--- src/rtl/ikf_pkg.sv ---
`default_nettype none
// ----------------------------------------------------------------------------
// ikf_pkg
// Shared types, constants and helper functions for the roll/pitch filter.
// ----------------------------------------------------------------------------
package ikf_pkg;

  localparam int CORDIC_ITER_DEF = 16;
  localparam int CORDIC_MAX_ITER = 24;

  localparam int CORD_IN_W  = 25;
  localparam int CORD_XY_W  = 35;
  localparam int ANG_W      = 32;
  localparam int MUL_W      = 33;
  localparam int PROD_W     = 66;
  localparam int SQ_IN_W    = 48;
  localparam int SQ_OUT_W   = 24;
  localparam int SQ_STEPS   = 24;
  localparam int CFG_W      = 16;
  localparam int CFG_IDX_W  = 4;

  localparam logic [CFG_IDX_W-1:0] CFG_STEP_TIME  = 4'd0;
  localparam logic [CFG_IDX_W-1:0] CFG_YAW_ANGLE  = 4'd1;
  localparam logic [CFG_IDX_W-1:0] CFG_ANGLE_GAIN = 4'd2;
  localparam logic [CFG_IDX_W-1:0] CFG_RATE_GAIN  = 4'd3;

  localparam logic [CFG_W-1:0] STEP_TIME_RST  = 16'd655;
  localparam logic [CFG_W-1:0] YAW_ANGLE_RST  = 16'd0;
  localparam logic [CFG_W-1:0] ANGLE_GAIN_RST = 16'd6226;
  localparam logic [CFG_W-1:0] RATE_GAIN_RST  = 16'd49152;

  // Angles inside the CORDIC are in units of 2^-20 degree.
  localparam logic signed [ANG_W-1:0]     DEG90         = 32'sd94371840;
  localparam logic signed [ANG_W-1:0]     DEG180        = 32'sd188743680;
  localparam logic signed [CORD_XY_W-1:0] CORD_INV_GAIN = 35'sd652032874;
  localparam logic signed [MUL_W-1:0]     RAD2DEG_K     = 33'sd3754936;

  typedef struct packed {
    logic                        start;
    logic                        vect;
    logic signed [CORD_IN_W-1:0] x;
    logic signed [CORD_IN_W-1:0] y;
    logic signed [15:0]          ang;
  } cord_req_t;

  typedef struct packed {
    logic                    busy;
    logic signed [ANG_W-1:0] ang;
    logic signed [ANG_W-1:0] cos_v;
    logic signed [ANG_W-1:0] sin_v;
  } cord_rsp_t;

  function automatic logic signed [ANG_W-1:0] atan_lut(input logic [4:0] idx);
    logic signed [ANG_W-1:0] r;
    case (idx)
      5'd0:    r = 32'sd47185920;
      5'd1:    r = 32'sd27855475;
      5'd2:    r = 32'sd14718068;
      5'd3:    r = 32'sd7471121;
      5'd4:    r = 32'sd3750058;
      5'd5:    r = 32'sd1876857;
      5'd6:    r = 32'sd938658;
      5'd7:    r = 32'sd469357;
      5'd8:    r = 32'sd234682;
      5'd9:    r = 32'sd117342;
      5'd10:   r = 32'sd58671;
      5'd11:   r = 32'sd29335;
      5'd12:   r = 32'sd14668;
      5'd13:   r = 32'sd7334;
      5'd14:   r = 32'sd3667;
      5'd15:   r = 32'sd1833;
      5'd16:   r = 32'sd917;
      5'd17:   r = 32'sd458;
      5'd18:   r = 32'sd229;
      5'd19:   r = 32'sd115;
      5'd20:   r = 32'sd57;
      5'd21:   r = 32'sd29;
      5'd22:   r = 32'sd14;
      5'd23:   r = 32'sd7;
      default: r = 32'sd0;
    endcase
    return r;
  endfunction

  // Round half up, then arithmetic shift right.
  function automatic logic signed [PROD_W-1:0] rnd_shr(input logic signed [PROD_W-1:0] v,
                                                       input int n);
    logic signed [PROD_W-1:0] half;
    half = 66'sd1 <<< (n - 1);
    return (v + half) >>> n;
  endfunction

  function automatic logic signed [15:0] sat16(input logic signed [PROD_W-1:0] v);
    logic signed [15:0] r;
    if (v > 66'sd32767) begin
      r = 16'sh7fff;
    end else if (v < -66'sd32768) begin
      r = 16'sh8000;
    end else begin
      r = v[15:0];
    end
    return r;
  endfunction

endpackage
`default_nettype wire

--- src/rtl/ikf_isqrt.sv ---
`default_nettype none
// ----------------------------------------------------------------------------
// ikf_isqrt
// Digit-by-digit floor square root, one result bit per cycle.
// ----------------------------------------------------------------------------
module ikf_isqrt (
  input  wire                            clk,
  input  wire                            rst_n,
  input  wire                            start,
  input  wire  [ikf_pkg::SQ_IN_W-1:0]    value,
  output logic                           busy,
  output logic [ikf_pkg::SQ_OUT_W-1:0]   root
);
  import ikf_pkg::*;

  localparam logic [4:0] LAST = 5'(SQ_STEPS - 1);

  logic [SQ_IN_W-1:0]  val_r, val_nxt;
  logic [26:0]         rem_r, rem_nxt;
  logic [SQ_OUT_W-1:0] root_r, root_nxt;
  logic [4:0]          cnt_r, cnt_nxt;
  logic                busy_r, busy_nxt;
  logic [26:0]         rem_sh, trial;

  always_comb begin
    val_nxt  = val_r;
    rem_nxt  = rem_r;
    root_nxt = root_r;
    cnt_nxt  = cnt_r;
    busy_nxt = busy_r;
    rem_sh   = {rem_r[24:0], val_r[SQ_IN_W-1 -: 2]};
    trial    = {1'b0, root_r, 2'b01};
    if (start) begin
      val_nxt  = value;
      rem_nxt  = '0;
      root_nxt = '0;
      cnt_nxt  = 5'd0;
      busy_nxt = 1'b1;
    end else if (busy_r) begin
      val_nxt = {val_r[SQ_IN_W-3:0], 2'b00};
      if (rem_sh >= trial) begin
        rem_nxt  = rem_sh - trial;
        root_nxt = {root_r[SQ_OUT_W-2:0], 1'b1};
      end else begin
        rem_nxt  = rem_sh;
        root_nxt = {root_r[SQ_OUT_W-2:0], 1'b0};
      end
      cnt_nxt = cnt_r + 5'd1;
      if (cnt_r == LAST) begin
        busy_nxt = 1'b0;
      end
    end
  end

  always_ff @(posedge clk) begin
    if (!rst_n) begin
      busy_r <= 1'b0;
      cnt_r  <= 5'd0;
    end else begin
      busy_r <= busy_nxt;
      cnt_r  <= cnt_nxt;
    end
    val_r  <= val_nxt;
    rem_r  <= rem_nxt;
    root_r <= root_nxt;
  end

  assign busy = busy_r;
  assign root = root_r;

endmodule
`default_nettype wire

--- config.mk ---
export PLATFORM = sky130hd
export DESIGN_NAME = ikf_isqrt
export DESIGN_NICKNAME = d
export VERILOG_FILES = /design/src/rtl/ikf_pkg.sv /design/src/rtl/ikf_isqrt.sv
export SDC_FILE = /design/constraint.sdc
export NUM_CORES = 1
export LEC_CHECK = 0
export BUFFER_PORTS_ARGS = -buffer_cell sky130_fd_sc_hd__buf_4
export CAP_MARGIN = 20
export CORE_MARGIN = 10
export CORE_UTILIZATION = 55
export CTS_BUF_LIST = sky130_fd_sc_hd__clkbuf_4 sky130_fd_sc_hd__clkbuf_8
export DETAILED_ROUTE_END_ITERATION = 16
export PLACE_DENSITY = 0.77
export SYNTH_ARGS = -nofsm -noshare
export SYNTH_HDL_FRONTEND = slang
export SYNTH_SLANG_ARGS = --single-unit
--- constraint.sdc ---
create_clock -name clk -period 2.7 [get_ports clk]
set_input_delay 0.27 -clock clk [delete_from_list [all_inputs] [get_ports clk]]
set_output_delay 0.27 -clock clk [all_outputs]
set_load 0.1 [all_outputs]
# Yosys cells after proc, flatten, opt, wreduce, memory -nomap -nowiden

Cells that the tools add are included.

Flip-flop bits (word level): 103
Input bits: 51
Output and inout bits: 25
Word-level logic and storage cells: 19

Add/sub/neg operators: 2
Magnitude comparators: 1
Eq/ne operators: 1
Multiplexer cells: 7
Bitwise operators: 1
Reductions and logical operators: 2

Operators with widths:

| operator              | count |
|---|---|
| $mux W48              | 2 |
| $ge A27 B26 Y1        | 1 |
| $mux W25              | 1 |
| $sub A25 B25 Y25      | 1 |
| $add A5 B1 Y5 const B | 1 |
| $eq A5 B5 Y1 const B  | 1 |
| $mux W1               | 4 |
| $reduce_bool A2 Y1    | 1 |
| $reduce_or A2 Y1      | 1 |
| $not A1 Y1            | 1 |

# Logic depth before layout (Yosys ltp)

Gate-level depths: netlist of run 1.

Depth after elaboration: 4
Mapped depth: 13
Depth with buffers taken out: 10

# Worst setup path after synthesis of run 1

Ideal clock, no wire load.

Path kind: register to register
From: register root_r[20] (netlist: root[20])
To: register rem_r[24]
Setup time: 0.091 ns
Data arrival time: 3.082 ns
Data required time: 2.609 ns
Slack: -0.473 ns
Stages on the path, launching flop included: 14
Path buffers: 3
Period minus slack after synthesis: 3.173 ns
Cell sequence: dfxtp_1 inv_1 ha_1 buf_6 a21oi_2 o21ai_2 a221oi_2 o21bai_2 a211oi_4 and2_1 buf_6 buf_8 nand2_1 a311oi_1

Word-level cells in the longest chain between the ends: 2
Elaborated cells between the ends (all ways): 3
Classes of those cells: 1 x add/sub; 1 x order compare; 1 x mux

Ends and longest elaborated chain:

| element                                                   | RTL line                         | text |
|---|---|---|
| start: declaration                                        | ikf_isqrt.sv:20                  | `logic [SQ_OUT_W-1:0] root_r, root_nxt;` |
| start signal: assignment                                  | ikf_isqrt.sv:65                  | `root_r <= root_nxt;` |
| $sub A25 B25 Y25 / $ge A27 B26 Y1 (equally long branches) | ikf_isqrt.sv:42, ikf_isqrt.sv:41 |  |
| $mux W25 (*)                                              | ikf_isqrt.sv:41                  | `if (rem_sh >= trial) begin` |
| end signal: assignment                                    | ikf_isqrt.sv:64                  | `rem_r <= rem_nxt;` |
| end: declaration                                          | ikf_isqrt.sv:19                  | `logic [26:0] rem_r, rem_nxt;` |

Mark *: on every way between the ends. The rest lies on a longest branch, timed or not.
A chain may end at the register's enable or synchronous reset.

# Final worst setup path of run 1

From: register root_r[11] (netlist: root[11])
To: register rem_r[22]

The elaborated chain is that of the path after synthesis.

==> impl_metrics.yaml, run 1 <==
power_and_ir_drop:
  leakage_nw: 2.791
  powerDensity_nw_per_um2: 725.0
  irDropWorstVdd_mv: 0.3808
  finalPower_mw: 5.066
logic_synthesis:
  synth_area_leaders: "edfxtp_1 (25%), dfxtp_1 (19%), mux2_2 (9.2%), mux2i_1 (6.2%), ha_1 (5.9%)"
  netlist_area_um2: 5774
  synth.top_cell.area_share: 0.2496
  ys_ff_latch: 103
  synth_ff_type: "dfxtp_1"
  synth_warnings: 0
  syn_avg_cell_area_um2: 10.37
  syn-num-nets: 635
  synth_cell_types: 66
  synth_top_area_cell: "edfxtp_1"
  synth-edff-count: 48
  ys_seq_area_frac: 0.4403
  async_reset_ff_frac: 0
  netlist_instances: 557
critical_path:
  r2r_slack_ns: 0.10
  cp_cell_sequence: "inv_1, ha_1, a21oi_1, o21ai_0, a21oi_1, o21ai_0, or4_1, mux2_2, nand3_1, a311oi_1"
  cp_num_buf_inv: 1
  worst_ep_required_time_ns: 2.95
  timing.rr.start: "root[11]$_SDFFE_PP0P_"
  cp_max_fo: 6
  critPathTopFamily: "compound AO/OA/AOI/OAI gates"
  worst-r2r-cell-count: 10
  end_kind: "register"
  reg2reg_to: "rem_r[22]$_SDFFE_PP0P_"
  arrival_ns: 2.85
  crit_slowest_cell: "or4_1"
  cp-start-kind: "register"
  critPathMaxStageDelay_ns: 0.46
  worstSetupPathType: "reg2reg"
layout:
  final_nets: 719
  final_core_util: 0.6799
  drive_gt1_frac: 0.3406
  regArea_um2: 2621
  fill_cells: 799
  final_area_um2: 6988
  antenna_cells: 0
  area_growth_pct: 21.02
  multiInputGateArea_um2: 3022
clock_network:
  clk_latency_ns: 0.38
  cts_tree: "done"
  cts_buffer_depth: 2
  clock-sinks: 103
  cts-root-buf: "clkbuf_8"
  cts_hold_buf: 0
  h-tree-depth: 3
  cts-buffers-inserted: 9
  clk_pin_slew_ns: 0.10
global_route:
  grt_max_degree: 75
  grt_pass1_vias: 4414
  grt.total_usage: 0.1694
  grt-ovfl-total: 0
  antenna_found_initial: 0
  grt_pass1_wl_um: 20940
sta:
  worst_slack_ns: 0.1002
  max_freq_mhz: 384.6
  maxSlewViolCount: 0
  layout_min_cycle_time_ns: 2.600
  setup_viol: 0
  slew-limit-headroom: 0.6000
  worst_pin_slew_ns: 0.6000
  rsz0062_at_grt: "yes"
  finalCritPeriodShare: 0.9629
  hold_viol_final: 0
  finalClockSkew_ns: 0.01211
route:
  vias_per_cell: 5.606
  post_drt_wl_per_cell_um: 16.63
  detail_route.first_pass.iterations: 4
  wirelength_um: 13010
  drt_iter0_markers: 323
  drc_errors: 0
  vias: 4384
  ant_nets: 0
die:
  die_area_um2: 15000
  fp-row-count: 37
  die_h_um: 122.5
  die_w_um: 122.5
  core-area_um2: 10280
  ioPinCount: 76
  initial_core_util: 0.5618
status:
  status: "completed"
flow_run:
  max_cap_violations: 0
hold_path:
  holdPathEnd: "busy$_SDFF_PN0_"
  hp-class: "in2reg"
  hp-start: "rst_n"
  whs_path_depth: 2
placed_design:
  gp_congestion: 0.9238
  numPortBuffers: 75
  place_ws_ns: 0.03318
  placed_area_um2: 6631
  detailed_place_hpwl_um: 9129
## synthesized netlist by cell type (all sizes together), types with 4 or more instances
cell and n:
xor2 9, nand4 11, mux2i 36, a21oi 30, buf 15, dfxtp 55
o21a 7, and3 4, a311oi 8, o21ai 19, a211oi 15, o21bai 4
mux2 47, clkbuf 17, ha 27, edfxtp 48, nor2 57, nand2 33
and2 4, xnor2 11, inv 35, nand3 6, nor2b 8, nor3 8
## cell type report
cell class	count	area share
flip-flops and latches	103	0.3751
well taps	136	0.02435
clock inverters	7	0.01092
multi-input cells	387	0.4324
inverters	35	0.01880
repair buffers	105	0.1207
clock buffers	9	0.01773
## repair_timing
action                                 4_1_cts  5_1_grt
setup endpoints to repair                    2       24
buffers inserted                             0        7
endpoints found under the hold margin        0        0
gates cloned                                 0        1
pin swaps                                    1       11
resized for setup                            2       14
## logic make-up (layout without fill, tap and decap cells)
kind of cell,after synthesis,after routing,synth area share
AND/OR/NAND/NOR,148,148,0.1270
XOR/XNOR,20,20,0.03034
adder cells (fa/ha/maj),27,27,0.05850
multiplexers,83,83,0.1541
buffers and inverters,67,156,0.05005
AO/OA/AOI/OAI,109,109,0.1398
flip-flops,103,103,0.4403
## cell usage in the layout (no fill, tap or decap), drive strengths merged, types with 9 or more instances in the layout
cell,n
nand2,33
edfxtp,48
buf,104
ha,27
xnor2,11
inv,39
nor2,57
nand4,11
clkbuf,10
dfxtp,55
a21oi,30
mux2i,36
a211oi,15
xor2,9
mux2,47
o21ai,19
## registers in the layout (all words and copies together), names as in the netlist
signal,flops
val_r,48
rem_r,25
root,24
cnt_r,5
busy,1
## metal layers
layer,GRT usage,share of wire
met1,0.2137,0.43
met2,0.2830,0.50
met3,0.03811,0.056
met4,0.05376,0.015
met5,0,0
## how the worst max path moves through the flow
| stage | from | to | cells past startpoint |
|---|---|---|---|
| after floorplan | root[14]$_SDFFE_PP0P_ | rem_r[24]$_SDFFE_PP0P_ | 12 |
| after global placement | root[18]$_SDFFE_PP0P_ | rem_r[16]$_SDFFE_PP0P_ | 11 |
| after detailed placement | root[6]$_SDFFE_PP0P_ | rem_r[11]$_SDFFE_PP0P_ | 11 |
| after CTS | root[18]$_SDFFE_PP0P_ | rem_r[11]$_SDFFE_PP0P_ | 11 |
| after global routing | root[10]$_SDFFE_PP0P_ | rem_r[22]$_SDFFE_PP0P_ | 11 |
| final | root[11]$_SDFFE_PP0P_ | rem_r[22]$_SDFFE_PP0P_ | 10 |
## per-stage QoR
| stage | hold WS [ns] | cells | TNS (ns) |
|---|---|---|---|
| 2_1_floorplan | 0.3980 | 557 | -0.00007905 |
| 3_3_place_gp | 0.4864 | 758 | 0 |
| 3_5_place_dp | 0.4941 | 758 | 0 |
| 4_1_cts | 0.1154 | 774 | 0 |
| 5_1_grt | 0.1258 | 782 | -0.1349 |
| 6_report | 0.1272 | 782 | 0 |
## power breakdown
part	switching, mW	total, mW	internal, mW
clock network	0.568	1.01	0.439
logic	1.14	2.20	1.05
registers	0.0861	1.86	1.78
(Power assumes the default switching activity.)
==> run 2, diff against run 1 <==
--- a/config.mk
+++ b/config.mk
@@ -7,11 +7,11 @@
 export LEC_CHECK = 0
 export BUFFER_PORTS_ARGS = -buffer_cell sky130_fd_sc_hd__buf_4
 export CAP_MARGIN = 20
-export CORE_MARGIN = 10
 export CORE_UTILIZATION = 55
 export CTS_BUF_LIST = sky130_fd_sc_hd__clkbuf_4 sky130_fd_sc_hd__clkbuf_8
 export DETAILED_ROUTE_END_ITERATION = 16
 export PLACE_DENSITY = 0.77
+export REMOVE_ABC_BUFFERS = 1
 export SYNTH_ARGS = -nofsm -noshare
 export SYNTH_HDL_FRONTEND = slang
 export SYNTH_SLANG_ARGS = --single-unit
==> run 2 against run 1 <==
Combinational power fell by 3%. Via count rose by 1.5%. Core utilization fell by 0.24 points. Sequential share of layout area fell by 0.69 points. Die area fell by 27%. Clock power fell by 9.8%. First-iteration DRC count fell by 18%. Fmax rose by 1.3%. Non-clock buffer count rose by 1. Cell count rose by 0.13%. Sequential power barely moved. Critical path type unchanged. Critical endpoint is now rem_r[17]$_SDFFE_PP0P_. Largest power group unchanged.
==> impl_metrics.yaml, run 2 (synthesized netlist as in run 1, its figures left out) <==
status:
  status: "completed"
clock_network:
  cts_buffer_depth: 2
  cts_tree: "done"
  cts-root-buf: "clkbuf_8"
  cts-buffers-inserted: 9
  h-tree-depth: 3
  cts_hold_buf: 0
  clk_pin_slew_ns: 0.11
  clock-sinks: 103
  clk_latency_ns: 0.39
hold_path:
  holdPathEnd: "busy$_SDFF_PN0_"
  hp-class: "in2reg"
  hp-start: "rst_n"
  whs_path_depth: 2
sta:
  finalClockSkew_ns: 0.01242
  worst_pin_slew_ns: 0.6024
  max_freq_mhz: 389.7
  finalCritPeriodShare: 0.9505
  setup_viol: 0
  hold_viol_final: 0
  slew-limit-headroom: 0.5984
  maxSlewViolCount: 0
  layout_min_cycle_time_ns: 2.566
layout:
  most-common-layout-cells: "buf_4 (102), nor2_1 (57), dfxtp_1 (49)"
  area_growth_pct: 20.04
  antenna_cells: 0
  final_core_util: 0.6775
  drive_gt1_frac: 0.3308
  layout_commonest_cell: "buf_4"
  finalNonFillerCells: 783
  final_nets: 720
  final_area_um2: 6932
  regMostFlops: "val_r"
  largest_reg_flops: 48
die:
  ioPinCount: 76
  die_area_um2: 10910
  fp-row-count: 37
  core-area_um2: 10230
  die_h_um: 104.5
  initial_core_util: 0.5644
  die_w_um: 104.5
power_and_ir_drop:
  powerDensity_nw_per_um2: 710.2
  leakage_nw: 2.779
  irDropWorstVdd_mv: 0.4714
critical_path:
  timing.rr.start: "root[0]$_SDFFE_PP0P_"
  worst_ep_required_time_ns: 2.95
  r2r_slack_ns: 0.13
  cp_max_fo: 5
  cp_cell_sequence: "inv_1, ha_1, buf_4, o21ai_0, a21oi_2, o221ai_1, buf_4, o221ai_1, or4_1, nand4_1, a311oi_2"
  critPathTopFamily: "compound AO/OA/AOI/OAI gates"
  critPathMaxStageDelay_ns: 0.53
  cp-start-kind: "register"
  arrival_ns: 2.82
  worst-r2r-cell-count: 11
  end_kind: "register"
  worstSetupPathType: "reg2reg"
  reg2reg_to: "rem_r[17]$_SDFFE_PP0P_"
  cp_num_buf_inv: 3
  crit_slowest_cell: "or4_1"
global_route:
  antenna_found_initial: 0
  grt_max_degree: 65
  grt.total_usage: 0.2289
  grt-ovfl-total: 0
  grt_pass1_vias: 4391
  grt_pass1_wl_um: 19930
route:
  vias: 4451
  vias_per_cell: 5.685
  detail_route.first_pass.iterations: 4
  post_drt_wl_per_cell_um: 15.72
  ant_nets: 0
  wirelength_um: 12310
  drc_errors: 0
  drt_iter0_markers: 265
flow_run:
  max_cap_violations: 0
placed_design:
  placed_area_um2: 6609
  gp_congestion: 0.9160
  detailed_place_hpwl_um: 8559
  numPortBuffers: 75
  placed_cells: 765
[run 2: cell types whose count changed in the layout (fill, tap and decap cells not counted), moves of 2 or more]
cell      previous run  this run
dfxtp_4             20         1
dfxtp_1             32        49
ha_2                 5        10
a211oi_1            14        10
a211oi_2             0         4
ha_1                19        15
clkinv_4             0         2
dfxtp_2              3         5
inv_6                4         2
o21ai_0             17        15
o21ai_1              1         3
[run 2: worst max path at each step]
stage | cells past startpoint | start | endpoint
floorplan | 1 | busy$_SDFF_PN0_ | val_r[0]$_SDFFCE_PN0P_
finish | 11 | root[0]$_SDFFE_PP0P_ | rem_r[17]$_SDFFE_PP0P_
global placement | 11 | root[6]$_SDFFE_PP0P_ | rem_r[22]$_SDFFE_PP0P_
detailed placement | 11 | root[20]$_SDFFE_PP0P_ | rem_r[10]$_SDFFE_PP0P_
CTS | 11 | root[20]$_SDFFE_PP0P_ | rem_r[10]$_SDFFE_PP0P_
global route | 12 | root[1]$_SDFFE_PP0P_ | rem_r[24]$_SDFFE_PP0P_
[run 2: routing by layer]
metal  wire (um)  track usage  up-vias  part of all wire
met2        5971       0.3789      123              0.49
met5           0            0        -                 0
met1        5268       0.2734     2122              0.43
met3         818      0.06704       20             0.066
met4         252       0.1061        0             0.020
li1            -            -     2186                 -
[run 2: final cells by class]
| cell class | instances | area (um2) |
|---|---|---|
| Inverter | 35 | 131.4 |
| Multi-Input combinational cell | 387 | 3052 |
| Timing Repair Buffer | 106 | 850.8 |
| Clock inverter | 6 | 43.79 |
| Clock buffer | 10 | 131.4 |
| Fill cell | 795 | 3299 |
| Sequential cell | 103 | 2552 |
| Tap cell | 136 | 170.2 |
[run 2: per-stage QoR]
step / worst slack (ns) / total power, mW / setup TNS, ns / hold WS, ns
after floorplan: -1.336 / 3.274 / -94.55 / 0.3379
after global placement: 0.1379 / 3.800 / 0 / 0.4849
after detailed placement: 0.05501 / 3.858 / 0 / 0.4876
after CTS: 0.02879 / 4.774 / 0 / 0.09402
after global routing: -0.009441 / 5.196 / -0.03121 / 0.1224
final: 0.1338 / 4.923 / 0 / 0.1092
[run 2: where the power goes]
part | total, mW | internal [mW] | leakage [nW] | switching (mW)
logic | 2.13 | 0.988 | 1.75 | 1.14
registers | 1.88 | 1.79 | 0.936 | 0.0864
clock network | 0.911 | 0.351 | 0.0921 | 0.560
[run 2: timing repair]
item | 4_1_cts | 5_1_grt
gates resized for setup | 0 | 33
endpoints found under the hold margin | 0 | 0
buffers inserted | 0 | 1
setup endpoints to repair | 0 | 24
==> run 3, diff against run 2 <==
--- a/config.mk
+++ b/config.mk
@@ -7,6 +7,7 @@
 export LEC_CHECK = 0
 export BUFFER_PORTS_ARGS = -buffer_cell sky130_fd_sc_hd__buf_4
 export CAP_MARGIN = 20
+export CORE_MARGIN = 8
 export CORE_UTILIZATION = 55
 export CTS_BUF_LIST = sky130_fd_sc_hd__clkbuf_4 sky130_fd_sc_hd__clkbuf_8
 export DETAILED_ROUTE_END_ITERATION = 16
==> run 3 against run 2 <==
Non-clock buffer count up 3. Sequential cell count unchanged. Highest routed layer unchanged. Core utilization up 0.60 points. Largest cell class unchanged.
==> impl_metrics.yaml, run 3 (synthesized netlist as in run 1, its figures left out) <==
clock_network:
  clk_pin_slew_ns: 0.11
  cts_buffer_depth: 2
  clk_latency_ns: 0.38
  clock-sinks: 103
  h-tree-depth: 3
  cts_hold_buf: 0
  cts-root-buf: "clkbuf_8"
  cts_tree: "done"
  cts-buffers-inserted: 9
sta:
  finalClockSkew_ns: 0.01174
  slew-limit-headroom: 0.6024
  hold_viol_final: 0
  max_freq_mhz: 383.0
  layout_min_cycle_time_ns: 2.611
  finalSetupTns_ns: 0
  holdWs_ns: 0.1131
  maxSlewViolCount: 0
  setup_viol: 0
  worst_pin_slew_ns: 0.5901
  finalCritPeriodShare: 0.9671
critical_path:
  end_kind: "register"
  critPathMaxStageDelay_ns: 0.37
  path_common_cell: "buf_4"
  arrival_ns: 2.89
  crit_slowest_cell: "dfxtp_1"
  worstSetupPathType: "reg2reg"
  cp_cell_sequence: "inv_1, ha_4, buf_4, nand4_2, nor4_4, a221oi_2, o21bai_2, a211oi_4, nand2_4, buf_4, o311ai_0, a311oi_1"
  cp_max_fo: 7
  worst_ep_required_time_ns: 2.98
  cp-start-kind: "register"
die:
  initial_core_util: 0.5618
  die_h_um: 118.5
  die_area_um2: 14030
  core-area_um2: 10280
  ioPinCount: 76
  die_w_um: 118.5
  fp-row-count: 37
power_and_ir_drop:
  powerDensity_nw_per_um2: 714.4
  leakage_nw: 2.805
  irDropWorstVdd_mv: 0.4582
hold_path:
  hp-class: "in2reg"
layout:
  layout_commonest_cell: "buf_4"
  antenna_cells: 0
  most-common-layout-cells: "buf_4 (105), nor2_1 (57), edfxtp_1 (48)"
  multiInputGateArea_um2: 3095
  regMostFlops: "val_r"
  final_core_util: 0.6835
  final_area_um2: 7024
  largest_reg_flops: 48
  area_growth_pct: 21.65
  regArea_um2: 2561
  fill_cells: 807
  final_nets: 723
  drive_gt1_frac: 0.3446
global_route:
  grt.total_usage: 0.1809
  grt_max_degree: 63
  grt_pass1_vias: 4413
  antenna_found_initial: 0
  grt-ovfl-total: 0
  grt_pass1_wl_um: 21390
route:
  post_drt_wl_per_cell_um: 16.29
  detail_route.first_pass.iterations: 5
  drt_iter0_markers: 294
  ant_nets: 0
  drc_errors: 0
  vias: 4422
  wirelength_um: 12800
  vias_per_cell: 5.626
flow_run:
  max_cap_violations: 0
placed_design:
  numPortBuffers: 75
  placed_area_um2: 6616
  detailed_place_hpwl_um: 9224
  gp_congestion: 0.9265
status:
  status: "completed"
run 3: area by class of cell:
class                           instances  share of cell area
Tap cell                              136             0.02423
Sequential cell                       103              0.3646
Inverter                               35             0.01870
Multi-Input combinational cell        387              0.4407
Clock buffer                           10             0.01870
Clock inverter                          6             0.01069
Timing Repair Buffer                  109              0.1224
run 3: timing repair:
item	4_1_cts	5_1_grt
endpoints found under the setup margin	5	23
resized for setup	1	42
pin swaps	1	8
buffers inserted	1	3
run 3: path summary, 6_finish.rpt:
| kind | from | depth (start not counted) | to | slack (ns) |
|---|---|---|---|---|
| setup / recovery | root[6]$_SDFFE_PP0P_ | 12 | rem_r[23]$_SDFFE_PP0P_ | 0.09 |
| hold / removal | rst_n | 2 | busy$_SDFF_PN0_ | 0.11 |
| setup reg to reg | root[6]$_SDFFE_PP0P_ | 12 | rem_r[23]$_SDFFE_PP0P_ | 0.09 |
| hold reg to reg | rem_r[23]$_SDFFE_PP0P_ | 2 | rem_r[23]$_SDFFE_PP0P_ | 0.50 |
run 3: power by group:
| part | total (mW) | switching [mW] | internal, mW |
|---|---|---|---|
| Sequential | 1.90 | 0.107 | 1.79 |
| Clock | 1.02 | 0.567 | 0.454 |
| Combinational | 2.10 | 1.10 | 0.993 |
| Total | 5.02 | 1.78 | 3.24 |
run 3: routing by layer:
metal,vias to the layer above,wire length (um),GRT usage
li1,2196,-,-
met1,2103,5675,0.2201
met2,109,6044,0.2913
met3,14,937,0.06711
met4,0,144,0.05929
met5,-,0,0
run 3: metrics by stage:
stage                     cells  power [mW]  setup slack (ns)
after CTS                   783       4.896          0.008746
after global placement      766       3.808           0.05739
after detailed placement    766       3.854         -0.007818
after floorplan             525       3.274            -1.336
after global routing        786       5.318          -0.04915
final                       786       5.018           0.08882
run 3: critical path: cells and delay by family (launching register included):
| family | cells | cell delay (ns) |
|---|---|---|
| adder cells (fa/ha/maj) | 1 | 0.29 |
| AND/OR/NAND/NOR | 3 | 0.62 |
| flip-flops | 1 | 0.37 |
| buffers and inverters | 3 | 0.34 |
| AO/OA/AOI/OAI | 5 | 0.87 |
